==> config.mk <==
export PLATFORM = sky130hd
export DESIGN_NAME = deadline_ordered_timer_queue
export DESIGN_NICKNAME = d
export VERILOG_FILES = /design/src/rtl/dotq_pkg.sv /design/src/rtl/dotq_cell.sv /design/src/rtl/deadline_ordered_timer_queue.sv
export SDC_FILE = /design/constraint.sdc
export NUM_CORES = 2
export LEC_CHECK = 0
export ABC_AREA = 1
export BUFFER_PORTS_ARGS = -buffer_cell sky130_fd_sc_hd__buf_2
export CAP_MARGIN = 20
export CORE_MARGIN = 2
export CORE_UTILIZATION = 52
export DETAILED_ROUTE_END_ITERATION = 10
export GPL_ROUTABILITY_DRIVEN = 0
export PLACE_DENSITY = 0.68
export REMOVE_ABC_BUFFERS = 1
export SLEW_MARGIN = 20
export SYNTH_ARGS = -nofsm -noshare
export SYNTH_HDL_FRONTEND = slang
export SYNTH_SLANG_ARGS = --single-unit
export TNS_END_PERCENT = 50
==> constraint.sdc <==
create_clock -name clk -period 13.2 [get_ports clk]
set_clock_uncertainty 0.2 [all_clocks]
set_input_delay 2.64 -clock clk [delete_from_list [all_inputs] [get_ports clk]]
set_output_delay 2.64 -clock clk [all_outputs]
set_load 0.02 [all_outputs]
==> src/rtl/dotq_pkg.sv <==
// Shared types and constants for the deadline-ordered timer queue.
`default_nettype none
package dotq_pkg;

  localparam int unsigned HANDLE_W   = 16;
  localparam int unsigned TIME_W     = 48;
  localparam int unsigned MAX_FIRE   = 16;
  localparam int unsigned FIRE_CNT_W = 4;

  typedef enum logic [1:0] {
    CMD_TICK   = 2'd0,
    CMD_ADD    = 2'd1,
    CMD_CANCEL = 2'd2,
    CMD_STOP   = 2'd3
  } cmd_e;

  typedef enum logic [1:0] {
    KIND_FIRED       = 2'd0,
    KIND_CANCEL_ACK  = 2'd1,
    KIND_ADD_DROPPED = 2'd2
  } kind_e;

  typedef enum logic [1:0] {
    CELL_HOLD = 2'd0,
    CELL_INS  = 2'd1,
    CELL_DEL  = 2'd2
  } cell_op_e;

  typedef struct packed {
    logic                valid;
    logic [HANDLE_W-1:0] handle;
    logic [TIME_W-1:0]   deadline;
  } cell_data_t;

  typedef struct packed {
    cell_op_e            op;
    logic [HANDLE_W-1:0] handle;
    logic [TIME_W-1:0]   deadline;
  } cell_ctl_t;

endpackage
`default_nettype wire

==> src/rtl/dotq_cell.sv <==
// One slot of the sorted timer chain with its insert and remove decisions.
`default_nettype none
module dotq_cell (
  input  wire                    clk,
  input  wire                    rst_n,
  input  wire dotq_pkg::cell_ctl_t  ctl,
  input  wire dotq_pkg::cell_data_t left_data,
  input  wire                    left_keep,
  input  wire dotq_pkg::cell_data_t right_data,
  input  wire                    match_in,
  output dotq_pkg::cell_data_t   data,
  output logic                   keep_out,
  output logic                   match_out
);
  import dotq_pkg::*;

  cell_data_t data_r;
  cell_data_t data_nxt;

  assign data      = data_r;
  assign keep_out  = data_r.valid && (data_r.deadline <= ctl.deadline);
  assign match_out = match_in || (data_r.valid && (data_r.handle == ctl.handle));

  always_comb begin
    data_nxt = data_r;
    case (ctl.op)
      CELL_INS: begin
        if (!keep_out) begin
          if (left_keep) begin
            data_nxt.valid    = 1'b1;
            data_nxt.handle   = ctl.handle;
            data_nxt.deadline = ctl.deadline;
          end else begin
            data_nxt = left_data;
          end
        end
      end
      CELL_DEL: begin
        if (match_out) begin
          data_nxt = right_data;
        end
      end
      default: begin
        data_nxt = data_r;
      end
    endcase
  end

  always_ff @(posedge clk) begin
    if (!rst_n) begin
      data_r.valid <= 1'b0;
    end else begin
      data_r.valid <= data_nxt.valid;
    end
    data_r.handle   <= data_nxt.handle;
    data_r.deadline <= data_nxt.deadline;
  end

endmodule
`default_nettype wire

==> src/rtl/deadline_ordered_timer_queue.sv <==
// Top level of the deadline-ordered timer queue: command control and cell chain.
// The block keeps up to QUEUE_DEPTH timers in a chain of cells sorted by deadline,
// with earlier inserts ahead of later ones that share a deadline.
// Requests enter on the in_ channel; in_tuser carries the command and in_tdata
// the handle, the deadline and the current time.
// Results leave on the out_ channel from an output register; out_tuser carries
// the result kind and out_tlast marks the final result of a request.
// Add, cancel and stop requests are accepted in ST_IDLE and act on the chain in ST_EXEC.
// A tick with firing enabled passes through ST_EXEC into ST_FIRE, which ends at once
// when nothing is due; it fires at most sixteen timers, one per cycle from the head
// while the output register is free; the compares on the first two cells set that pace.
// An add that fits and a stop give no result; a cancel always gives one.
// A new request is accepted while an earlier result still waits in the output
// register, but no result is lost or overwritten while the receiver stalls:
// the chain and the command hold until the output register frees up.
// Reset empties the chain and enables firing; no clearing pass is needed.
`default_nettype none
module deadline_ordered_timer_queue #(
  parameter int unsigned QUEUE_DEPTH = 16
) (
  input  wire          clk,
  input  wire          rst_n,
  input  wire          in_tvalid,
  output logic         in_tready,
  input  wire  [1:0]   in_tuser,   // cmd
  input  wire  [111:0] in_tdata,   // in_handle, deadline, current_time
  output logic         out_tvalid,
  input  wire          out_tready,
  output logic [1:0]   out_tuser,  // kind
  output logic [71:0]  out_tdata,  // out_handle, fired_deadline, found, zero fill
  output logic         out_tlast
);
  import dotq_pkg::*;

  typedef enum logic [1:0] {
    ST_IDLE,
    ST_EXEC,
    ST_FIRE
  } state_t;

  state_t                state_r, state_nxt;
  cmd_e                  cmd_r, cmd_nxt;
  logic [HANDLE_W-1:0]   handle_r, handle_nxt;
  logic [TIME_W-1:0]     dl_r, dl_nxt;
  logic [TIME_W-1:0]     now_r, now_nxt;
  logic                  en_r, en_nxt;
  logic [FIRE_CNT_W-1:0] fire_cnt_r, fire_cnt_nxt;
  logic                  out_valid_r, out_valid_nxt;
  kind_e                 out_kind_r, out_kind_nxt;
  logic [HANDLE_W-1:0]   out_handle_r, out_handle_nxt;
  logic [TIME_W-1:0]     out_dl_r, out_dl_nxt;
  logic                  out_found_r, out_found_nxt;
  logic                  out_last_r, out_last_nxt;

  cell_ctl_t  ctl;
  logic       shift_all;
  cell_data_t cell_q   [QUEUE_DEPTH];
  logic       keep     [QUEUE_DEPTH];
  logic       match    [QUEUE_DEPTH];

  logic head_due;
  logic next_due;
  logic fire_last;
  logic out_free;
  logic full;
  logic found;

  genvar gi;
  generate
    for (gi = 0; gi < QUEUE_DEPTH; gi++) begin : g_cell
      cell_data_t left_d;
      cell_data_t right_d;
      logic       left_k;
      logic       match_i;
      if (gi == 0) begin : g_first
        assign left_d  = '0;
        assign left_k  = 1'b1;
        assign match_i = shift_all;
      end else begin : g_inner
        assign left_d  = cell_q[gi-1];
        assign left_k  = keep[gi-1];
        assign match_i = match[gi-1];
      end
      if (gi == QUEUE_DEPTH - 1) begin : g_last
        assign right_d = '0;
      end else begin : g_right
        assign right_d = cell_q[gi+1];
      end
      dotq_cell u_cell (
        .clk        (clk),
        .rst_n      (rst_n),
        .ctl        (ctl),
        .left_data  (left_d),
        .left_keep  (left_k),
        .right_data (right_d),
        .match_in   (match_i),
        .data       (cell_q[gi]),
        .keep_out   (keep[gi]),
        .match_out  (match[gi])
      );
    end
  endgenerate

  assign head_due  = cell_q[0].valid && (cell_q[0].deadline <= now_r);
  assign next_due  = cell_q[1].valid && (cell_q[1].deadline <= now_r);
  assign fire_last = (fire_cnt_r == FIRE_CNT_W'(MAX_FIRE - 1)) || !next_due;
  assign out_free  = !out_valid_r || out_tready;
  assign full      = cell_q[QUEUE_DEPTH-1].valid;
  assign found     = match[QUEUE_DEPTH-1];

  assign in_tready  = (state_r == ST_IDLE);
  assign out_tvalid = out_valid_r;
  assign out_tuser  = out_kind_r;
  assign out_tlast  = out_last_r;
  assign out_tdata  = {7'd0, out_found_r, out_dl_r, out_handle_r};

  always_comb begin
    state_nxt      = state_r;
    cmd_nxt        = cmd_r;
    handle_nxt     = handle_r;
    dl_nxt         = dl_r;
    now_nxt        = now_r;
    en_nxt         = en_r;
    fire_cnt_nxt   = fire_cnt_r;
    out_valid_nxt  = out_valid_r && !out_tready;
    out_kind_nxt   = out_kind_r;
    out_handle_nxt = out_handle_r;
    out_dl_nxt     = out_dl_r;
    out_found_nxt  = out_found_r;
    out_last_nxt   = out_last_r;
    ctl.op         = CELL_HOLD;
    ctl.handle     = handle_r;
    ctl.deadline   = dl_r;
    shift_all      = 1'b0;

    unique case (state_r)
      ST_IDLE: begin
        if (in_tvalid) begin
          cmd_nxt    = cmd_e'(in_tuser);
          handle_nxt = in_tdata[15:0];
          dl_nxt     = in_tdata[63:16];
          now_nxt    = in_tdata[111:64];
          state_nxt  = ST_EXEC;
        end
      end
      ST_EXEC: begin
        unique case (cmd_r)
          CMD_TICK: begin
            fire_cnt_nxt = '0;
            state_nxt    = en_r ? ST_FIRE : ST_IDLE;
          end
          CMD_ADD: begin
            if (full) begin
              if (out_free) begin
                out_valid_nxt  = 1'b1;
                out_kind_nxt   = KIND_ADD_DROPPED;
                out_handle_nxt = handle_r;
                out_dl_nxt     = '0;
                out_found_nxt  = 1'b0;
                out_last_nxt   = 1'b1;
                state_nxt      = ST_IDLE;
              end
            end else begin
              ctl.op    = CELL_INS;
              state_nxt = ST_IDLE;
            end
          end
          CMD_CANCEL: begin
            if (out_free) begin
              ctl.op         = CELL_DEL;
              out_valid_nxt  = 1'b1;
              out_kind_nxt   = KIND_CANCEL_ACK;
              out_handle_nxt = handle_r;
              out_dl_nxt     = '0;
              out_found_nxt  = found;
              out_last_nxt   = 1'b1;
              state_nxt      = ST_IDLE;
            end
          end
          CMD_STOP: begin
            en_nxt    = 1'b0;
            state_nxt = ST_IDLE;
          end
          default: begin
            state_nxt = ST_IDLE;
          end
        endcase
      end
      ST_FIRE: begin
        if (!head_due) begin
          state_nxt = ST_IDLE;
        end else if (out_free) begin
          ctl.op         = CELL_DEL;
          shift_all      = 1'b1;
          out_valid_nxt  = 1'b1;
          out_kind_nxt   = KIND_FIRED;
          out_handle_nxt = cell_q[0].handle;
          out_dl_nxt     = cell_q[0].deadline;
          out_found_nxt  = 1'b0;
          out_last_nxt   = fire_last;
          fire_cnt_nxt   = fire_cnt_r + FIRE_CNT_W'(1);
          if (fire_last) begin
            state_nxt = ST_IDLE;
          end
        end
      end
      default: begin
        state_nxt = ST_IDLE;
      end
    endcase
  end

  always_ff @(posedge clk) begin
    if (!rst_n) begin
      state_r     <= ST_IDLE;
      en_r        <= 1'b1;
      out_valid_r <= 1'b0;
      fire_cnt_r  <= '0;
    end else begin
      state_r     <= state_nxt;
      en_r        <= en_nxt;
      out_valid_r <= out_valid_nxt;
      fire_cnt_r  <= fire_cnt_nxt;
    end
    cmd_r        <= cmd_nxt;
    handle_r     <= handle_nxt;
    dl_r         <= dl_nxt;
    now_r        <= now_nxt;
    out_kind_r   <= out_kind_nxt;
    out_handle_r <= out_handle_nxt;
    out_dl_r     <= out_dl_nxt;
    out_found_r  <= out_found_nxt;
    out_last_r   <= out_last_nxt;
  end

endmodule
`default_nettype wire
==> impl_metrics.tcl <==
set metrics [dict create \
    p_leak_uw 0.0362 \
    hold_violations 0 \
    synth_top_family_by_area "compound AO/OA/AOI/OAI gates" \
    vias 68300 \
    rsz0062_at_grt "no" \
    synth_edf_count 1206 \
    path_clk_slew_ps 60 \
    startpoint "g_cell[0].u_cell.data[27]" \
    crit_type "reg2reg" \
    rows 144 \
    wl_um 249000 \
    fin_crit_ps 7900 \
    synth_cell_types 58 \
    wire_per_inst_um 22.2 \
    critical_path.endpoint_type "register" \
    track_usage_pct 30.7 \
    pwr_density_cell_nw_per_um2 125 \
    status "finished, final reports clean" \
    arrival_ps 8190 \
    syn_to_final_growth_pct 8.43 \
    holdWs_ps 255 \
    met2_usage_pct 50.2 \
    multi_input_area_um2 37500 \
    drt_iter0_drc 8228 \
    final_util_pct 56.8 \
    port_buffers 187 \
    drive_gt1_share_pct 6.39 \
    synth_fa_ha_area_share_pct 13.5 \
    synth_flop_cell "edfxtp_1" \
    die_area_um2 159000 \
    cts-root-buf "clkbuf_16" \
    grt_pass1_wl_um 381000 \
    synthCells 9130 \
    fmaxAchievable_ghz 0.127 \
    stdcell_area_um2 87700 \
    min-delay-start "en_r" \
    fill_cells 13500 \
    start_util_pct 52.4 \
    via_per_inst 6.10 \
    finalPower_uw 11000 \
    yosys.area_share.xor_xnor_pct 1.09 \
    grt_use_met1_pct 38.9 \
    ios 195 \
    antenna_found_initial 10 \
    worstPathRequired_ps 13490 \
    ctsLongestPathBuffers 3 \
    grtUsageMet3_pct 6.85 \
    synth_warnings 0 \
    drtPass1Iterations 6 \
    cts_tree "done" \
    ys_seq_area_share_pct 45.4 \
    finalCritPeriodShare_pct 59.8 \
    grt_max_degree 228 \
    grt_overflow 0 \
    cts_sinks 1230 \
    synthSimpleGateAreaFrac_pct 8.95 \
    clk_latency_ps 800 \
    critical_path_peak_fanout 227 \
    start_kind "register" \
    hold_path_class "reg2reg" \
    post_cts_buffers 0 \
    ant_nets 0 \
    drc 0 \
    fp.dieW_um 398 \
    syn_area_per_cell_um2 8.86 \
    synth_compound_area_share_pct 22.6 \
    grt_pass1_vias 66800 \
    slew_viol_final 0 \
    synthMuxAreaShare_pct 0 \
    setup_viol 0 \
    cts_resized 0 \
    max_slew_margin_pct 11.0 \
    synth_seq_cells 1230 \
    htree_levels 4 \
    place_hpwl_um 180000 \
    top_usage_layer "met2" \
    fp.coreArea_um2 154000 \
    cts_hold_buffers 0 \
    worstMarginPinSlew_ps 1330 \
    placed_area_um2 83100 \
    die_y_um 398 \
    numCtsBuffers 146 \
    r2r-start "g_cell[0].u_cell.data[27]" \
    synthArstFlopShare_pct 0 \
    seq_area_um2 36700 \
    final_nets 10000 \
    ir_drop_v 0.000149 \
    syn_area_um2 80800 \
    tns_ps 0 \
    cap_violations 0 \
]
## area by class of cell
cell class | count | area share (%)
Tap cell | 2044 | 2.92
Sequential cell | 1230 | 41.9
Antenna cell | 4 | 0.0114
Clock buffer | 191 | 4.38
Clock inverter | 72 | 0.752
Inverter | 1184 | 5.12
Timing Repair Buffer | 303 | 2.17
Multi-Input combinational cell | 6163 | 42.8
## through the flow
step           worst slack [ps]  instances
2_1_floorplan            -44010       8577
3_3_place_gp               5430      10900
3_5_place_dp               5280      10900
4_1_cts                    5510      11200
5_1_grt                    4970      11200
6_report                   5300      11200
## cell families (layout without fill, tap and decap cells)
group	count (synthesis)	count (layout)
AOI/OAI and AO/OA	3488	3488
buffers and inverters	1743	1750
and+or+nand+nor	1694	1694
DFF	1230	1230
adders and majority gates	874	874
xor gates and xnor gates	100	100
other	1	11
## registers in the layout (all words and copies together), names as in the netlist
| signal | count |
|---|---|
| g_cell.u_cell.data | 1040 |
| dl_r | 48 |
| now_r | 48 |
| out_dl_r | 48 |
| handle_r | 16 |
| out_handle_r | 16 |
| fire_cnt_r | 4 |
| cmd_r | 2 |
| out_tuser | 2 |
| state_r | 2 |
| en_r | 1 |
| out_found_r | 1 |
| out_tlast | 1 |
| out_tvalid | 1 |
## worst paths after layout
kind | to | slack [ps] | cells after the start
setup / recovery | g_cell[8].u_cell.data[45] | 5300 | 19
hold / removal | en_r | 250 | 2
setup reg to reg | g_cell[8].u_cell.data[45] | 5300 | 19
hold reg to reg | en_r | 250 | 2
## Yosys cell counts (3+ instances only)
cell type  number  area [um^2]
buf_4          29          218
nand3_1       127          636
nand4_1       134          838
o41ai_1         3         26.3
or4_1           3         22.5
o211ai_1       32          240
inv_1        1167         4380
xnor2_1        39          342
nand2_1      1007         3780
nand4_2         3         37.5
nor2_1        276         1040
nor3b_1         4         30.0
xor2_1         60          526
dfxtp_1        24          480
ha_1          874        10900
a21o_1         19          143
nor4b_1         9         78.8
buf_2         102          510
clkbuf_1      373         1400
nand3_2         3         30.0
a211oi_1       35          263
a2111oi_0       4         35.0
o21a_1         14          105
buf_1          44          165
or2_2           4         25.0
a21oi_1      1148         5750
o221ai_1       23          201
o21ai_0      1849         9250
o21ai_1       136          681
inv_2          17         63.8
buf_6          11          124
nor4_1         37          231
o2111ai_1      26          228
nor2_2          7         43.8
and2_1          3         18.8
a31oi_1        25          156
nand2_2         3         18.8
o21bai_1        5         37.5
a221oi_1       16          140
edfxtp_1     1206        36200
nor3_1         65          325
o22ai_1       141          882
## where the power goes
part / leakage (uW) / switching (uW) / internal, uW
combinational: 0.0228 / 1480 / 666
clock: 0.00219 / 1750 / 2190
sequential: 0.0112 / 191 / 4690
## worst max-delay path: stages, from the launching register on
cell and delay (ps):
edfxtp_1 440, ha_1 360, nand4_1 140, nor3_1 380, nand2_1 180, nor2_2 480, nand2_1 210, a21boi_1 340
buf_4 210, nand2_1 80, nand2_1 60, and3_1 220, ha_4 590, buf_12 520, buf_12 760, buf_4 810
buf_4 840, a21oi_1 120, o21ai_0 120, o21ai_0 110
## layout by cell type (no fill, tap or decap), types with 24 or more instances in the layout
master | synthesis | layout
buf_2 | 102 | 187
nor3_1 | 65 | 64
nand2_1 | 1007 | 999
o211ai_1 | 32 | 32
a21oi_1 | 1148 | 1147
a31oi_1 | 25 | 24
xnor2_1 | 39 | 39
o22ai_1 | 141 | 141
o2111ai_1 | 26 | 26
a211oi_1 | 35 | 34
buf_4 | 29 | 109
clkbuf_16 | 0 | 147
clkinv_1 | 0 | 27
o21ai_0 | 1849 | 1849
clkinv_2 | 0 | 33
nand3_1 | 127 | 127
nor4_1 | 37 | 35
dfxtp_1 | 24 | 24
nor2_1 | 276 | 275
clkbuf_1 | 373 | 44
o21ai_1 | 136 | 136
ha_1 | 874 | 872
nand4_1 | 134 | 134
xor2_1 | 60 | 60
edfxtp_1 | 1206 | 1206
inv_1 | 1167 | 1148
## per-layer routing
metal	part of all wire, %	up-vias
met5	0.012	-
met4	4.6	4
met3	9.9	528
met2	47	3161
met1	39	32300
li1	-	32300
(Power assumes the default switching activity.)
